--- config.mk ---
export PLATFORM = sky130hd
export DESIGN_NAME = video_scanout_buffer_gate_core
export DESIGN_NICKNAME = d
export VERILOG_FILES = /design/src/rtl/core/vsbg_pkg.sv /design/src/rtl/core/video_scanout_buffer_gate_core.sv
export SDC_FILE = /design/constraint.sdc
export NUM_CORES = 2
export LEC_CHECK = 0
export ABC_CLOCK_PERIOD_IN_PS = 10600
export BUFFER_PORTS_ARGS = -buffer_cell sky130_fd_sc_hd__buf_4
export CORE_ASPECT_RATIO = 1.2
export CORE_UTILIZATION = 55
export DETAILED_ROUTE_END_ITERATION = 10
export PLACE_DENSITY = 0.75
export SLEW_MARGIN = 20
export SYNTH_ARGS = -nofsm -noshare
export SYNTH_HDL_FRONTEND = slang
export SYNTH_SLANG_ARGS = --single-unit
--- constraint.sdc ---
create_clock -name clock -period 10.6 [get_ports clock]
set_input_delay 1.06 -clock clock [delete_from_list [all_inputs] [get_ports clock]]
set_output_delay 1.06 -clock clock [all_outputs]
set_load 0.02 [all_outputs]
--- src/rtl/core/vsbg_pkg.sv ---
`timescale 1ns / 1ps

package vsbg_pkg;

   localparam int ADDR_W   = 23;
   localparam int REG_W    = 32;
   localparam int FIELD_W  = 12;
   localparam int SPAN_W   = 10;
   localparam int STAMP_W  = 32;
   localparam int SIZE_W   = 2;

   localparam int REGISTRY_DEPTH_DEFAULT = 16;

   // Bit positions inside the video-interface registers.
   localparam int SERRATE_BIT = 6;
   localparam int START_LSB   = 16;

   // Item commands.
   localparam logic CMD_NOTE  = 1'b0;
   localparam logic CMD_FRAME = 1'b1;

   // Pixel types and the pixel size codes they map to.
   localparam logic [1:0] PIX_TYPE_16 = 2'd2;
   localparam logic [1:0] PIX_TYPE_32 = 2'd3;
   localparam logic [SIZE_W-1:0] SIZE_16 = 2'd2;
   localparam logic [SIZE_W-1:0] SIZE_32 = 2'd3;

   localparam logic [FIELD_W-1:0] BLANK_WIDTH  = 12'd320;
   localparam logic [FIELD_W-1:0] BLANK_HEIGHT = 12'd240;
   localparam int                 MAX_HEIGHT   = 720;

   // Width estimate compares span * scale * 15 against stride * 8192.
   localparam logic [FIELD_W-1:0] WIDTH_RATIO_NUM = 12'd15;
   localparam int                 WIDTH_RATIO_SHIFT = 13;

   // Height quotient width and the number of divider steps.
   localparam int QUOT_W    = 24;
   localparam int DIV_STEPS = QUOT_W;

   typedef struct packed {
      logic                command;
      logic [ADDR_W-1:0]   buffer_address;
      logic [REG_W-1:0]    vi_status;
      logic [ADDR_W-1:0]   vi_origin;
      logic [FIELD_W-1:0]  line_stride;
      logic [REG_W-1:0]    vi_h_start;
      logic [FIELD_W-1:0]  vi_x_scale;
      logic [REG_W-1:0]    vi_v_start;
      logic [FIELD_W-1:0]  vi_y_scale;
      logic                odd_line;
      logic                game_started;
   } req_type;

   typedef struct packed {
      logic [ADDR_W-1:0]   frame_address;
      logic [FIELD_W-1:0]  frame_width;
      logic [FIELD_W-1:0]  frame_height;
      logic [SIZE_W-1:0]   pixel_size;
      logic                blank;
      logic                changed;
   } rsp_type;

endpackage

--- src/rtl/core/video_scanout_buffer_gate_core.sv ---
`timescale 1ns / 1ps

// Scanout buffer gate. Once per video field the host sends a frame item holding the
// video-interface register values; between fields it sends note items that record
// which framebuffer bases have been rendered. A note item gives no result. A frame
// item gives one result item: scanout address, width, height, pixel size, a blank
// flag and a changed flag against the previous frame.
// Both channels use valid/stall; an item moves when valid is high and stall is low.
// The block works on one item at a time and stalls the request side until it is done.
// A frame item runs the height division only when the vertical window is open and the
// vertical scale and width are nonzero, then scans the registry until a match or the
// end of the entries; a raw blank frame reads no entries. One shared 22x12 multiplier
// is used five times, the height quotient comes from a 24-step restoring divider, and
// the scan reads each entry in a read state and a compare state from a memory with one
// registered read port. A note item searches the registry entries for its base. The
// result sits in an output register, so a new item is accepted while a result waits on
// a stalled receiver; a later frame then holds in its last step until the register
// frees. Reset empties the registry, clears the blank generation and the
// previous-frame record, and marks the next frame as changed.
module video_scanout_buffer_gate_core #(
   parameter int REGISTRY_DEPTH = vsbg_pkg::REGISTRY_DEPTH_DEFAULT
) (
   input  logic              clock,
   input  logic              reset,
   input  logic              req_valid,
   output logic              req_stall,
   input  vsbg_pkg::req_type req_payload,
   output logic              rsp_valid,
   input  logic              rsp_stall,
   output vsbg_pkg::rsp_type rsp_payload
);

   localparam int IDX_W = (REGISTRY_DEPTH > 1) ? $clog2(REGISTRY_DEPTH) : 1;
   localparam int CNT_W = $clog2(REGISTRY_DEPTH + 1);

   localparam int ADDR_W  = vsbg_pkg::ADDR_W;
   localparam int FIELD_W = vsbg_pkg::FIELD_W;
   localparam int SPAN_W  = vsbg_pkg::SPAN_W;
   localparam int STAMP_W = vsbg_pkg::STAMP_W;
   localparam int QUOT_W  = vsbg_pkg::QUOT_W;
   localparam int MUL_A_W = SPAN_W + FIELD_W;
   localparam int PROD_W  = MUL_A_W + FIELD_W;
   localparam int ROW_W   = FIELD_W + 3;
   localparam int SUM_W   = PROD_W + 2;
   localparam int LIM_W   = 2 * FIELD_W + 3;
   localparam int DCNT_W  = $clog2(vsbg_pkg::DIV_STEPS + 1);

   typedef enum logic [3:0] {
      S_IDLE,
      S_HMUL,
      S_HSCALE,
      S_WIDTH,
      S_ROW,
      S_DIVINIT,
      S_DIV,
      S_HFIN,
      S_SPAN,
      S_SCAN_RD,
      S_SCAN_CMP,
      S_DONE,
      S_NOTE_RD,
      S_NOTE_CMP
   } state_type;

   // Registry storage: one write port, one registered read port.
   logic [ADDR_W-1:0]  registry_base_mem  [REGISTRY_DEPTH];
   logic [STAMP_W-1:0] registry_stamp_mem [REGISTRY_DEPTH];
   logic [ADDR_W-1:0]  rd_base_ff;
   logic [STAMP_W-1:0] rd_stamp_ff;
   logic               base_we;
   logic               stamp_we;
   logic [IDX_W-1:0]   mem_waddr;

   state_type             state_ff, state_in;
   vsbg_pkg::req_type     item_ff, item_in;
   vsbg_pkg::rsp_type     rsp_ff, rsp_in;
   logic                  rsp_valid_ff, rsp_valid_in;
   logic [FIELD_W-1:0]    w_ff, w_in;
   logic [FIELD_W-1:0]    h_ff, h_in;
   logic [ADDR_W-1:0]     fb_ff, fb_in;
   logic [PROD_W-1:0]     prod_ff, prod_in;
   logic [QUOT_W-1:0]     q_ff, q_in;
   logic [FIELD_W-1:0]    rem_ff, rem_in;
   logic [DCNT_W-1:0]     div_cnt_ff, div_cnt_in;
   logic                  hgo_ff, hgo_in;
   logic                  rendered_ff, rendered_in;
   logic [CNT_W-1:0]      idx_ff, idx_in;
   logic [CNT_W-1:0]      count_ff, count_in;
   logic [STAMP_W-1:0]    gen_ff, gen_in;
   logic                  prev_blank_ff, prev_blank_in;
   logic [ADDR_W-1:0]     last_addr_ff, last_addr_in;
   logic [31:0]           last_status_ff, last_status_in;
   logic [FIELD_W-1:0]    last_width_ff, last_width_in;
   logic                  last_blank_ff, last_blank_in;
   logic                  first_frame_ff, first_frame_in;

   // Field decode of the captured item.
   logic [1:0]          pix_type;
   logic                serrate;
   logic                blank_raw;
   logic [SPAN_W-1:0]   h_first;
   logic [SPAN_W-1:0]   h_last;
   logic [SPAN_W-1:0]   v_first;
   logic [SPAN_W-1:0]   v_last;
   logic [1:0]          bpp_shift;
   logic [1:0]          row_shift;
   logic [ROW_W-1:0]    row_offset;
   logic [FIELD_W+1:0]  w_times3;

   // Shared multiplier.
   logic [MUL_A_W-1:0]  mul_a;
   logic [FIELD_W-1:0]  mul_b;
   logic [PROD_W-1:0]   mul_prod;

   // Divider step, height rounding and registry compare.
   logic [SUM_W-1:0]    div_sum;
   logic [FIELD_W:0]    div_trial;
   logic                div_ge;
   logic [QUOT_W:0]     h_round;
   logic                halve;
   logic [LIM_W-1:0]    span_bytes;
   logic [LIM_W-1:0]    base_limit;
   logic                hit;
   logic                blank_final;
   logic                out_free;
   logic                changed;

   assign pix_type  = item_ff.vi_status[1:0];
   assign serrate   = item_ff.vi_status[vsbg_pkg::SERRATE_BIT];
   assign blank_raw = (pix_type != vsbg_pkg::PIX_TYPE_16 && pix_type != vsbg_pkg::PIX_TYPE_32)
                      || (item_ff.line_stride == '0) || (item_ff.vi_h_start == '0)
                      || !item_ff.game_started;
   assign h_first   = item_ff.vi_h_start[vsbg_pkg::START_LSB +: SPAN_W];
   assign h_last    = item_ff.vi_h_start[SPAN_W-1:0];
   assign v_first   = item_ff.vi_v_start[vsbg_pkg::START_LSB +: SPAN_W];
   assign v_last    = item_ff.vi_v_start[SPAN_W-1:0];

   // 16-bit pixels are two bytes, 32-bit pixels four; an odd serrated field skips
   // an extra row.
   assign bpp_shift  = (pix_type == vsbg_pkg::PIX_TYPE_32) ? 2'd2 : 2'd1;
   assign row_shift  = bpp_shift + ((serrate && item_ff.odd_line) ? 2'd1 : 2'd0);
   assign row_offset = ROW_W'(w_ff) << row_shift;
   assign w_times3   = {1'b0, w_ff, 1'b0} + (FIELD_W+2)'(w_ff);

   always_comb begin
      mul_a = '0;
      mul_b = '0;
      case (state_ff)
         S_HMUL: begin
            mul_a = MUL_A_W'(h_last - h_first);
            mul_b = item_ff.vi_x_scale;
         end
         S_HSCALE: begin
            mul_a = prod_ff[MUL_A_W-1:0];
            mul_b = vsbg_pkg::WIDTH_RATIO_NUM;
         end
         S_WIDTH: begin
            mul_a = MUL_A_W'(v_last - v_first);
            mul_b = item_ff.vi_y_scale;
         end
         S_ROW: begin
            mul_a = prod_ff[MUL_A_W-1:0];
            mul_b = item_ff.line_stride;
         end
         S_SPAN: begin
            mul_a = MUL_A_W'(h_ff);
            mul_b = w_ff;
         end
         default: begin
            mul_a = '0;
            mul_b = '0;
         end
      endcase
   end

   assign mul_prod = PROD_W'(mul_a) * PROD_W'(mul_b);

   // The width is halved when the estimated display width falls below the
   // stride divided by 1.875, done as an exact cross-multiplied compare.
   assign halve = serrate && !blank_raw && (item_ff.vi_x_scale != '0) && (h_last >= h_first)
                  && ({1'b0, prod_ff} < (PROD_W+1)'({item_ff.line_stride,
                                                    {vsbg_pkg::WIDTH_RATIO_SHIFT{1'b0}}}));

   // Round-half-up quotient of num / (2048 * w) equals
   // floor(floor((2*num + 2048*w) / 4096) / w).
   assign div_sum   = SUM_W'({prod_ff, 1'b0}) + SUM_W'({w_ff, 11'b0});
   assign div_ge    = {rem_ff, q_ff[QUOT_W-1]} >= {1'b0, w_ff};
   assign div_trial = {rem_ff, q_ff[QUOT_W-1]} - {1'b0, w_ff};

   // Adding two and rounding to a multiple of four collapses to (q + 4) & ~3.
   assign h_round = (QUOT_W+1)'(q_ff) + (QUOT_W+1)'(4);

   assign span_bytes = (pix_type == vsbg_pkg::PIX_TYPE_32) ?
                       LIM_W'({prod_ff[2*FIELD_W-1:0], 2'b00}) :
                       LIM_W'({prod_ff[2*FIELD_W-1:0], 1'b0});
   assign base_limit = LIM_W'(rd_base_ff) + span_bytes;
   assign hit = (fb_ff >= rd_base_ff) && (LIM_W'(fb_ff) < base_limit) && (rd_stamp_ff == gen_ff);

   assign blank_final = blank_raw || !rendered_ff;
   assign out_free    = !rsp_valid_ff || !rsp_stall;
   assign changed     = first_frame_ff || (fb_ff != last_addr_ff)
                        || (item_ff.vi_status != last_status_ff)
                        || (item_ff.line_stride != last_width_ff)
                        || (blank_final != last_blank_ff);

   always_comb begin
      state_in       = state_ff;
      item_in        = item_ff;
      rsp_in         = rsp_ff;
      rsp_valid_in   = rsp_valid_ff && rsp_stall;
      w_in           = w_ff;
      h_in           = h_ff;
      fb_in          = fb_ff;
      prod_in        = prod_ff;
      q_in           = q_ff;
      rem_in         = rem_ff;
      div_cnt_in     = div_cnt_ff;
      hgo_in         = hgo_ff;
      rendered_in    = rendered_ff;
      idx_in         = idx_ff;
      count_in       = count_ff;
      gen_in         = gen_ff;
      prev_blank_in  = prev_blank_ff;
      last_addr_in   = last_addr_ff;
      last_status_in = last_status_ff;
      last_width_in  = last_width_ff;
      last_blank_in  = last_blank_ff;
      first_frame_in = first_frame_ff;
      base_we        = 1'b0;
      stamp_we       = 1'b0;
      mem_waddr      = idx_ff[IDX_W-1:0];

      case (state_ff)
         S_IDLE: begin
            if (req_valid) begin
               item_in = req_payload;
               idx_in  = '0;
               if (req_payload.command == vsbg_pkg::CMD_FRAME) begin
                  state_in = S_HMUL;
               end else if (req_payload.buffer_address != '0) begin
                  state_in = S_NOTE_RD;
               end
            end
         end
         S_HMUL: begin
            prod_in  = mul_prod;
            state_in = S_HSCALE;
         end
         S_HSCALE: begin
            prod_in  = mul_prod;
            state_in = S_WIDTH;
         end
         S_WIDTH: begin
            w_in     = halve ? {1'b0, item_ff.line_stride[FIELD_W-1:1]} : item_ff.line_stride;
            prod_in  = mul_prod;
            state_in = S_ROW;
         end
         S_ROW: begin
            // The origin backs up by one row (two on an odd serrated field) unless that would pass address zero.
            fb_in    = (ADDR_W'(row_offset) <= item_ff.vi_origin) ?
                       item_ff.vi_origin - ADDR_W'(row_offset) : item_ff.vi_origin;
            h_in     = w_times3[FIELD_W+1:2];
            hgo_in   = (v_last > v_first) && (item_ff.vi_y_scale != '0) && (w_ff != '0);
            prod_in  = mul_prod;
            state_in = S_DIVINIT;
         end
         S_DIVINIT: begin
            q_in       = div_sum[SUM_W-1 -: QUOT_W];
            rem_in     = '0;
            div_cnt_in = DCNT_W'(vsbg_pkg::DIV_STEPS);
            state_in   = hgo_ff ? S_DIV : S_HFIN;
         end
         S_DIV: begin
            rem_in     = div_ge ? div_trial[FIELD_W-1:0] : {rem_ff[FIELD_W-2:0], q_ff[QUOT_W-1]};
            q_in       = {q_ff[QUOT_W-2:0], div_ge};
            div_cnt_in = div_cnt_ff - DCNT_W'(1);
            if (div_cnt_ff == DCNT_W'(1)) begin
               state_in = S_HFIN;
            end
         end
         S_HFIN: begin
            if (hgo_ff && ({h_round[QUOT_W:2], 2'b00} <= (QUOT_W+1)'(vsbg_pkg::MAX_HEIGHT))) begin
               h_in = {h_round[FIELD_W-1:2], 2'b00};
            end
            // A new blank period opens a new generation of rendered buffers.
            if (blank_raw && !prev_blank_ff) begin
               gen_in = gen_ff + STAMP_W'(1);
            end
            prev_blank_in = blank_raw;
            state_in      = S_SPAN;
         end
         S_SPAN: begin
            prod_in     = mul_prod;
            idx_in      = '0;
            rendered_in = 1'b0;
            state_in    = blank_raw ? S_DONE : S_SCAN_RD;
         end
         S_SCAN_RD: begin
            state_in = (idx_ff == count_ff) ? S_DONE : S_SCAN_CMP;
         end
         S_SCAN_CMP: begin
            if (hit) begin
               rendered_in = 1'b1;
               state_in    = S_DONE;
            end else begin
               idx_in   = idx_ff + CNT_W'(1);
               state_in = S_SCAN_RD;
            end
         end
         S_DONE: begin
            if (out_free) begin
               rsp_in.frame_address = fb_ff;
               rsp_in.frame_width   = blank_final ? vsbg_pkg::BLANK_WIDTH : w_ff;
               rsp_in.frame_height  = blank_final ? vsbg_pkg::BLANK_HEIGHT : h_ff;
               rsp_in.pixel_size    = (pix_type == vsbg_pkg::PIX_TYPE_32) ?
                                      vsbg_pkg::SIZE_32 : vsbg_pkg::SIZE_16;
               rsp_in.blank         = blank_final;
               rsp_in.changed       = changed;
               rsp_valid_in         = 1'b1;
               first_frame_in       = 1'b0;
               last_addr_in         = fb_ff;
               last_status_in       = item_ff.vi_status;
               last_width_in        = item_ff.line_stride;
               last_blank_in        = blank_final;
               state_in             = S_IDLE;
            end
         end
         S_NOTE_RD: begin
            if (idx_ff == count_ff) begin
               // Not present: append while there is room.
               if (count_ff < CNT_W'(REGISTRY_DEPTH)) begin
                  base_we   = 1'b1;
                  stamp_we  = 1'b1;
                  mem_waddr = count_ff[IDX_W-1:0];
                  count_in  = count_ff + CNT_W'(1);
               end
               state_in = S_IDLE;
            end else begin
               state_in = S_NOTE_CMP;
            end
         end
         S_NOTE_CMP: begin
            if (rd_base_ff == item_ff.buffer_address) begin
               stamp_we = 1'b1;
               state_in = S_IDLE;
            end else begin
               idx_in   = idx_ff + CNT_W'(1);
               state_in = S_NOTE_RD;
            end
         end
         default: begin
            state_in = S_IDLE;
         end
      endcase
   end

   always_ff @(posedge clock) begin
      if (base_we) begin
         registry_base_mem[mem_waddr] <= item_ff.buffer_address;
      end
      if (stamp_we) begin
         registry_stamp_mem[mem_waddr] <= gen_ff;
      end
      rd_base_ff  <= registry_base_mem[idx_ff[IDX_W-1:0]];
      rd_stamp_ff <= registry_stamp_mem[idx_ff[IDX_W-1:0]];
   end

   always_ff @(posedge clock) begin
      item_ff    <= item_in;
      rsp_ff     <= rsp_in;
      w_ff       <= w_in;
      h_ff       <= h_in;
      fb_ff      <= fb_in;
      prod_ff    <= prod_in;
      q_ff       <= q_in;
      rem_ff     <= rem_in;
      div_cnt_ff <= div_cnt_in;
      hgo_ff     <= hgo_in;
      rendered_ff <= rendered_in;
      idx_ff     <= idx_in;
      if (reset) begin
         state_ff       <= S_IDLE;
         rsp_valid_ff   <= 1'b0;
         count_ff       <= '0;
         gen_ff         <= '0;
         prev_blank_ff  <= 1'b0;
         last_addr_ff   <= '0;
         last_status_ff <= '0;
         last_width_ff  <= '0;
         last_blank_ff  <= 1'b1;
         first_frame_ff <= 1'b1;
      end else begin
         state_ff       <= state_in;
         rsp_valid_ff   <= rsp_valid_in;
         count_ff       <= count_in;
         gen_ff         <= gen_in;
         prev_blank_ff  <= prev_blank_in;
         last_addr_ff   <= last_addr_in;
         last_status_ff <= last_status_in;
         last_width_ff  <= last_width_in;
         last_blank_ff  <= last_blank_in;
         first_frame_ff <= first_frame_in;
      end
   end

   assign req_stall   = (state_ff != S_IDLE);
   assign rsp_valid   = rsp_valid_ff;
   assign rsp_payload = rsp_ff;

endmodule

; ---- Word-level counts from Yosys, hierarchy flattened
; Memories as Yosys holds them, arrays and structs flattened. A register that Yosys moved wholly into a read port is not among the register bits.
; Index checks and enable logic that the tools add are counted.
[op_classes]
n_mux = 46
n_addsub = 13
eq_ne = 32
mul = 1
order_cmp = 9
shift = 1
n_reduce_logical = 50
[ops]
columns = op, count
row1 = case mux 22 bit (4 select lines), 1
row2 = case mux 12 bit (5 select lines), 1
row3 = case mux 4 bit (14 select lines), 1
row4 = case mux 12 bit (2 select lines), 2
row5 = case mux 24 bit (2 select lines), 1
row6 = 2-to-1 mux 4 bit, 10
row7 = adder 35 x 23 -> 36 bit, 1
row8 = nonzero test 12 bit, 3
row9 = less-than comparator 34 x 25 -> 1 bit, 1
row10 = multiplier 22 x 12 -> 34 bit, 1
row11 = "adder 32 x 1 -> 32 bit, second input constant", 1
row12 = equality test 32 bit, 1
row13 = logical NOT 32 bit, 1
row14 = != test 32 bit, 1
row15 = adder 23 x 26 -> 27 bit, 1
row16 = less-than comparator 23 x 27 -> 1 bit, 1
row17 = 2-to-1 mux 26 bit, 1
row18 = "adder 24 x 3 -> 25 bit, second input constant", 1
row19 = "<= comparator 25 x 10 -> 1 bit, second input constant", 1
row20 = "equality test 4 bit, second input constant", 6
row21 = 2-to-1 mux 12 bit, 2
row22 = equality test 23 bit, 1
row23 = greater-or-equal comparator 23 bit, 1
row24 = <= comparator 15 x 23 -> 1 bit, 1
row25 = 44 further kinds, 110
[word_totals]
elab_cells = 191
mem_count = 2
inputBits = 185
ff_bits = 466
ramBits = 880
out_inout_bits = 53
[memory_table]
columns = name, words, word_bits, read_ports, rd_clocked_by_memory_dff, write_ports, line
row1 = registry_stamp_mem, 16, 32, 1, 1, 1, video_scanout_buffer_gate_core.sv:67  ; logic [STAMP_W-1:0] registry_stamp_mem [REGISTRY_DEPTH];
row2 = registry_base_mem, 16, 23, 1, 1, 1, video_scanout_buffer_gate_core.sv:66  ; logic [ADDR_W-1:0] registry_base_mem [REGISTRY_DEPTH];

; ---- Logic depth before layout (Yosys ltp)
[logic_depth]
word_depth = 11
depth_mapped = 34
mapped_depth_nobuf = 32

; ---- Worst setup path after synthesis
; OpenSTA, ideal clock, no wires.
[synth_path]
path_type = reg2reg
startpoint = register item_ff, in the netlist h_first[0]
endpoint = register prod_ff[29], data pin
synth_period_minus_slack_ps = 7450
stages_incl_launch_ff = 30
arrival_ps = 7192
setup_ps = 259
t_required_ps = 10341
setup_slack_ps = 3150
path_buffers = 2
cell_sequence = edfxtp_1 -> ha_1 -> fa_1 -> nand2b_1 -> a21oi_1 -> o21ai_0 -> nand2b_1 -> a21o_1 -> a31oi_1 -> o21ai_1 -> clkbuf_1 -> clkbuf_1 -> a31oi_1 -> fa_1 -> fa_1 -> inv_1 -> fa_1 -> inv_1 -> fa_1 -> inv_1 -> fa_1 -> inv_1 -> ha_1 -> a21o_1 -> a21o_1 -> a211oi_1 -> o21ai_0 -> and2_1 -> o21a_1 -> o31a_1
[synth_between]
elab_chain_len = 3
[synth_rtl]
columns = item, line
row1 = "start, declared", video_scanout_buffer_gate_core.sv:75  ; vsbg_pkg::req_type item_ff, item_in;
row2 = "start signal, assigned", video_scanout_buffer_gate_core.sv:369  ; item_ff <= item_in;
row3 = subtractor 10 x 10 -> 11 bit, video_scanout_buffer_gate_core.sv:150  ; mul_a = MUL_A_W'(h_last - h_first);
row4 = case mux 22 bit (4 select lines), video_scanout_buffer_gate_core.sv:148  ; case (state_ff)
row5 = multiplier 22 x 12 -> 34 bit, video_scanout_buffer_gate_core.sv:176  ; assign mul_prod = PROD_W'(mul_a) * PROD_W'(mul_b);
row6 = net mul_prod[29], video_scanout_buffer_gate_core.sv:113  ; logic [PROD_W-1:0] mul_prod;
row7 = "end signal, assigned", video_scanout_buffer_gate_core.sv:374  ; prod_ff <= prod_in;
row8 = "end, declared", video_scanout_buffer_gate_core.sv:81  ; logic [PROD_W-1:0] prod_ff, prod_in;
; The timed path passes the listed nets, and every way through them passes these cells.
; A chain may end at the register's enable or synchronous reset.

; ---- Worst setup path in the final report
[layout_path]
startpoint = register state_ff[3]
endpoint = register prod_ff[29], data pin
[layout_between]
elab_chain_len = 4
[layout_rtl]
columns = item, line
row1 = "start, declared", video_scanout_buffer_gate_core.sv:74  ; state_type state_ff, state_in;
row2 = "start signal, assigned", video_scanout_buffer_gate_core.sv:393  ; state_ff <= state_in;
row3 = equality test 4 x 3 -> 1 bit or equality test 4 x 2 -> 1 bit (tied branches), video_scanout_buffer_gate_core.sv:148
row4 = OR reduction 2 bit (no source line), n/a
row5 = case mux 22 bit (4 select lines), video_scanout_buffer_gate_core.sv:148
row6 = multiplier 22 x 12 -> 34 bit (*), video_scanout_buffer_gate_core.sv:176
row7 = net mul_prod[29], video_scanout_buffer_gate_core.sv:113
; Mark *: on every way through the listed nets, which the timed path passes. The rest lies on a longest branch.

==> results.sh <==
export IMPL_worstSetupEndpointType="register"
export IMPL_p_per_area_nw_per_um2=281.3
export IMPL_avgSynthCellArea_sq_um=14.14
export IMPL_path_clk_slew_ps=60
export IMPL_cts_resized=0
export IMPL_synth_edf_count=1227
export IMPL_setup_violations=0
export IMPL_whs_path_depth=1
export IMPL_cts_sinks=1394
export IMPL_criticalPathCategory="reg -> reg"
export IMPL_cpMostUsedCell="fa_1"
export IMPL_cts_max_level=4
export IMPL_post_route_drc_count=0
export IMPL_clock_skew_ps=26.32
export IMPL_slew_headroom=0.1936
export IMPL_pin_count=238
export IMPL_netlist_area_sq_um=67910
export IMPL_fin_setup_tns_ps=0
export IMPL_vdd_drop_max_uv=225.7
export IMPL_register_area_sq_um=40190
export IMPL_drtIter0Drc=4549
export IMPL_root_buffer="clkbuf_16"
export IMPL_ctsHoldBuffers=0
export IMPL_cpLargestDelayFamily="adder cells"
export IMPL_drt_pass1_iterations=7
export IMPL_r2r_cells=24
export IMPL_required_ps=11130
export IMPL_rsz0062_at_grt="no"
export IMPL_synth_top_area_cell="edfxtp_1"
export IMPL_synth_seq_area_share=0.5918
export IMPL_ys_seq_elements=1394
export IMPL_yosys_top_cells_area="edfxtp_1, mux4_2, fa_1"
export IMPL_min_period_over_period=0.8381
export IMPL_hold_viol=0
export IMPL_grt_usage=0.2818
export IMPL_ys_types=86
export IMPL_worstSkewPairLatency_ps=790
export IMPL_grt_pass1_vias=42330
export IMPL_async_flop_share=0
export IMPL_p_leak_uw=0.02791
export IMPL_drive_gt1_frac=0.1703
export IMPL_fmax_mhz=112.6
export IMPL_cp_start_kind="register"
export IMPL_min_path_type="in -> reg"
export IMPL_grt_max_degree=156
export IMPL_final_common_cell="edfxtp_1"
export IMPL_synthFlopType="edfxtp_1"
export IMPL_wire_per_inst_microns=25.48
export IMPL_grt_overflow=0
export IMPL_area_growth_pct=12.18
export IMPL_rows=140
export IMPL_netlist_instances=4803
export IMPL_coreArea_sq_um=121900
export IMPL_initial_utilization=0.5570
export IMPL_cp_depth=24
export IMPL_multi_input_area_sq_um=25740
export IMPL_final_cell_mix="edfxtp_1, nand2_1, inv_1, buf_4, mux4_2"
export IMPL_die_x_microns=322.8
export IMPL_dp_hpwl_microns=112500
export IMPL_gp_congestion=0.9467
export IMPL_utilization=0.6249
export IMPL_p_clk_frac=0.221
export IMPL_syn_nets=5428
export IMPL_cp_max_fo=20
export IMPL_fp_dieArea_sq_um=124900
export IMPL_grt_pass1_wl_microns=259500
export IMPL_stdcell_count=6802
export IMPL_cp_data_arrival_time_ps=9420
export IMPL_switching_power_uw=8155
export IMPL_ys_warn_count=0
export IMPL_placed_cells=6551
export IMPL_clockBufferDepth=3
export IMPL_dieHeight_microns=386.9
export IMPL_post_cts_buffers=0
export IMPL_critPathSlowestCell="dfxtp_1"
export IMPL_antenna_found_initial=3
export IMPL_power_internal_uw=13270
export IMPL_cts_made_buffers=136
export IMPL_synth_top_area_share=0.5426
export IMPL_sw_frac_of_total=0.3806
export IMPL_drtAntennaViolNets=0
export IMPL_fill_cells=8864
export IMPL_drv_cap=0
export IMPL_min_period_ps=8884
export IMPL_drt_wl_total_microns=173300
export IMPL_cts_tree="done"
export IMPL_slew_viol_final=0
export IMPL_tightest_slew_ps=1179
export IMPL_status="finished, final reports clean"
export IMPL_port_buffers=224
export IMPL_vias=41710
export IMPL_critPathBufInv=5
export IMPL_crit_path_max_incr_delay_ps=840
export IMPL_seqPwrFrac=0.364
export IMPL_vias_per_cell=6.132
export IMPL_comb_power_share=0.415
export IMPL_path_cells="nor2_1 > nand3_1 > inv_1 > buf_4 > a22oi_1 > nand2_1 > and2_1 > fa_1 > fa_1 > fa_1 > inv_1 > fa_1 > inv_1 > fa_1 > ha_1 > a2111o_1 > o21ai_0 > a311oi_1 > buf_4 > a21boi_0 > o21ai_0 > and2_1 > o21a_1 > o31a_1"
export IMPL_nets=5682
through the flow:
step                hold slack, ps  cell area (sq um)  power [uW]  setup slack [ps]
CTS                          400.8              76130       21430              1711
detailed placement           445.2              71750       16630              1784
global placement             434.1              71750       16460              1895
finish                       451.6              76180       21430              1716
floorplan                    422.0              67910       13950              3150
global route                 421.0              76180       22650             991.8
state kept, by name (all words and copies together) (netlist names), 32 cells and up:
signal and flops:
rsp_payload 50, registry_stamp_mem 512, last_status_ff 32, rd_stamp_ff 32
item_ff 148, gen_ff 32, prod_ff 34, registry_base_mem 368
final cells by class:
cell class	count	area share
Timing Repair Buffer	300	0.03015
Inverter	406	0.02004
Tap cell	1633	0.02682
Clock buffer	191	0.05022
Sequential cell	1394	0.5275
Multi-Input combinational cell	2819	0.3379
Clock inverter	58	0.007308
Antenna cell	1	0.00003285
per-layer routing:
| metal | share of wire | up-vias | wire length, microns | GRT usage |
|---|---|---|---|---|
| met4 | 0.043 | 6 | 7394 | 0.1213 |
| met3 | 0.094 | 420 | 16210 | 0.06363 |
| li1 | - | 18250 | - | - |
| met2 | 0.49 | 2071 | 84880 | 0.4610 |
| met1 | 0.37 | 20970 | 64780 | 0.3610 |
| met5 | 0.00024 | - | 41 | 0 |
synth_stat cells (all sizes together), types with 17 or more instances:
| cell type | n |
|---|---|
| ha | 233 |
| mux4 | 279 |
| a21o | 51 |
| mux2 | 23 |
| or3 | 23 |
| o21ai | 137 |
| nand3 | 74 |
| o22ai | 18 |
| nor2 | 220 |
| fa | 207 |
| nand2 | 495 |
| nand4 | 49 |
| edfxtp | 1227 |
| xnor2 | 108 |
| o31ai | 17 |
| nand2b | 28 |
| inv | 406 |
| nor2b | 35 |
| nor3 | 53 |
| and3 | 39 |
| mux2i | 28 |
| clkbuf | 147 |
| a31oi | 30 |
| a22oi | 26 |
| a21oi | 211 |
| and2 | 61 |
| a211oi | 20 |
| nor4 | 53 |
| o21a | 24 |
| dfxtp | 167 |
| buf | 37 |
| xor2 | 129 |
power by group through the flow:
stage | logic (uW) | registers [uW] | clock network, uW
3_5_place_dp | 8760 | 7870 | 0
2_1_floorplan | 6570 | 7390 | 0
5_1_grt | 9820 | 7830 | 5000
4_1_cts | 8860 | 7770 | 4810
6_report | 8880 | 7800 | 4740
3_3_place_gp | 8590 | 7860 | 0
kinds of logic after synthesis:
kind of cell | count (synthesis) | synth area share
AO/OA/AOI/OAI | 648 | 0.06023
XOR/XNOR | 237 | 0.03057
adder cells (fa/ha/maj) | 440 | 0.1040
buffers and inverters | 590 | 0.03309
flip-flops | 1394 | 0.5918
multiplexers | 330 | 0.1005
other | 1 | 0.00005522
AND/OR/NAND/NOR | 1163 | 0.07985
worst paths after layout:
kind | from | to | slack [ps]
worst max-delay path | state_ff[3]$_SDFFE_PP0P_ | prod_ff[29]$_DFFE_PP_ | 1720
worst min-delay path | req_payload[50] | item_ff[50]$_DFFE_PP_ | 450
worst max register to register | state_ff[3]$_SDFFE_PP0P_ | prod_ff[29]$_DFFE_PP_ | 1720
worst min register to register | last_status_ff[14]$_SDFFE_PP0P_ | last_status_ff[14]$_SDFFE_PP0P_ | 460
Note: power is estimated with default switching activity, not from simulation.
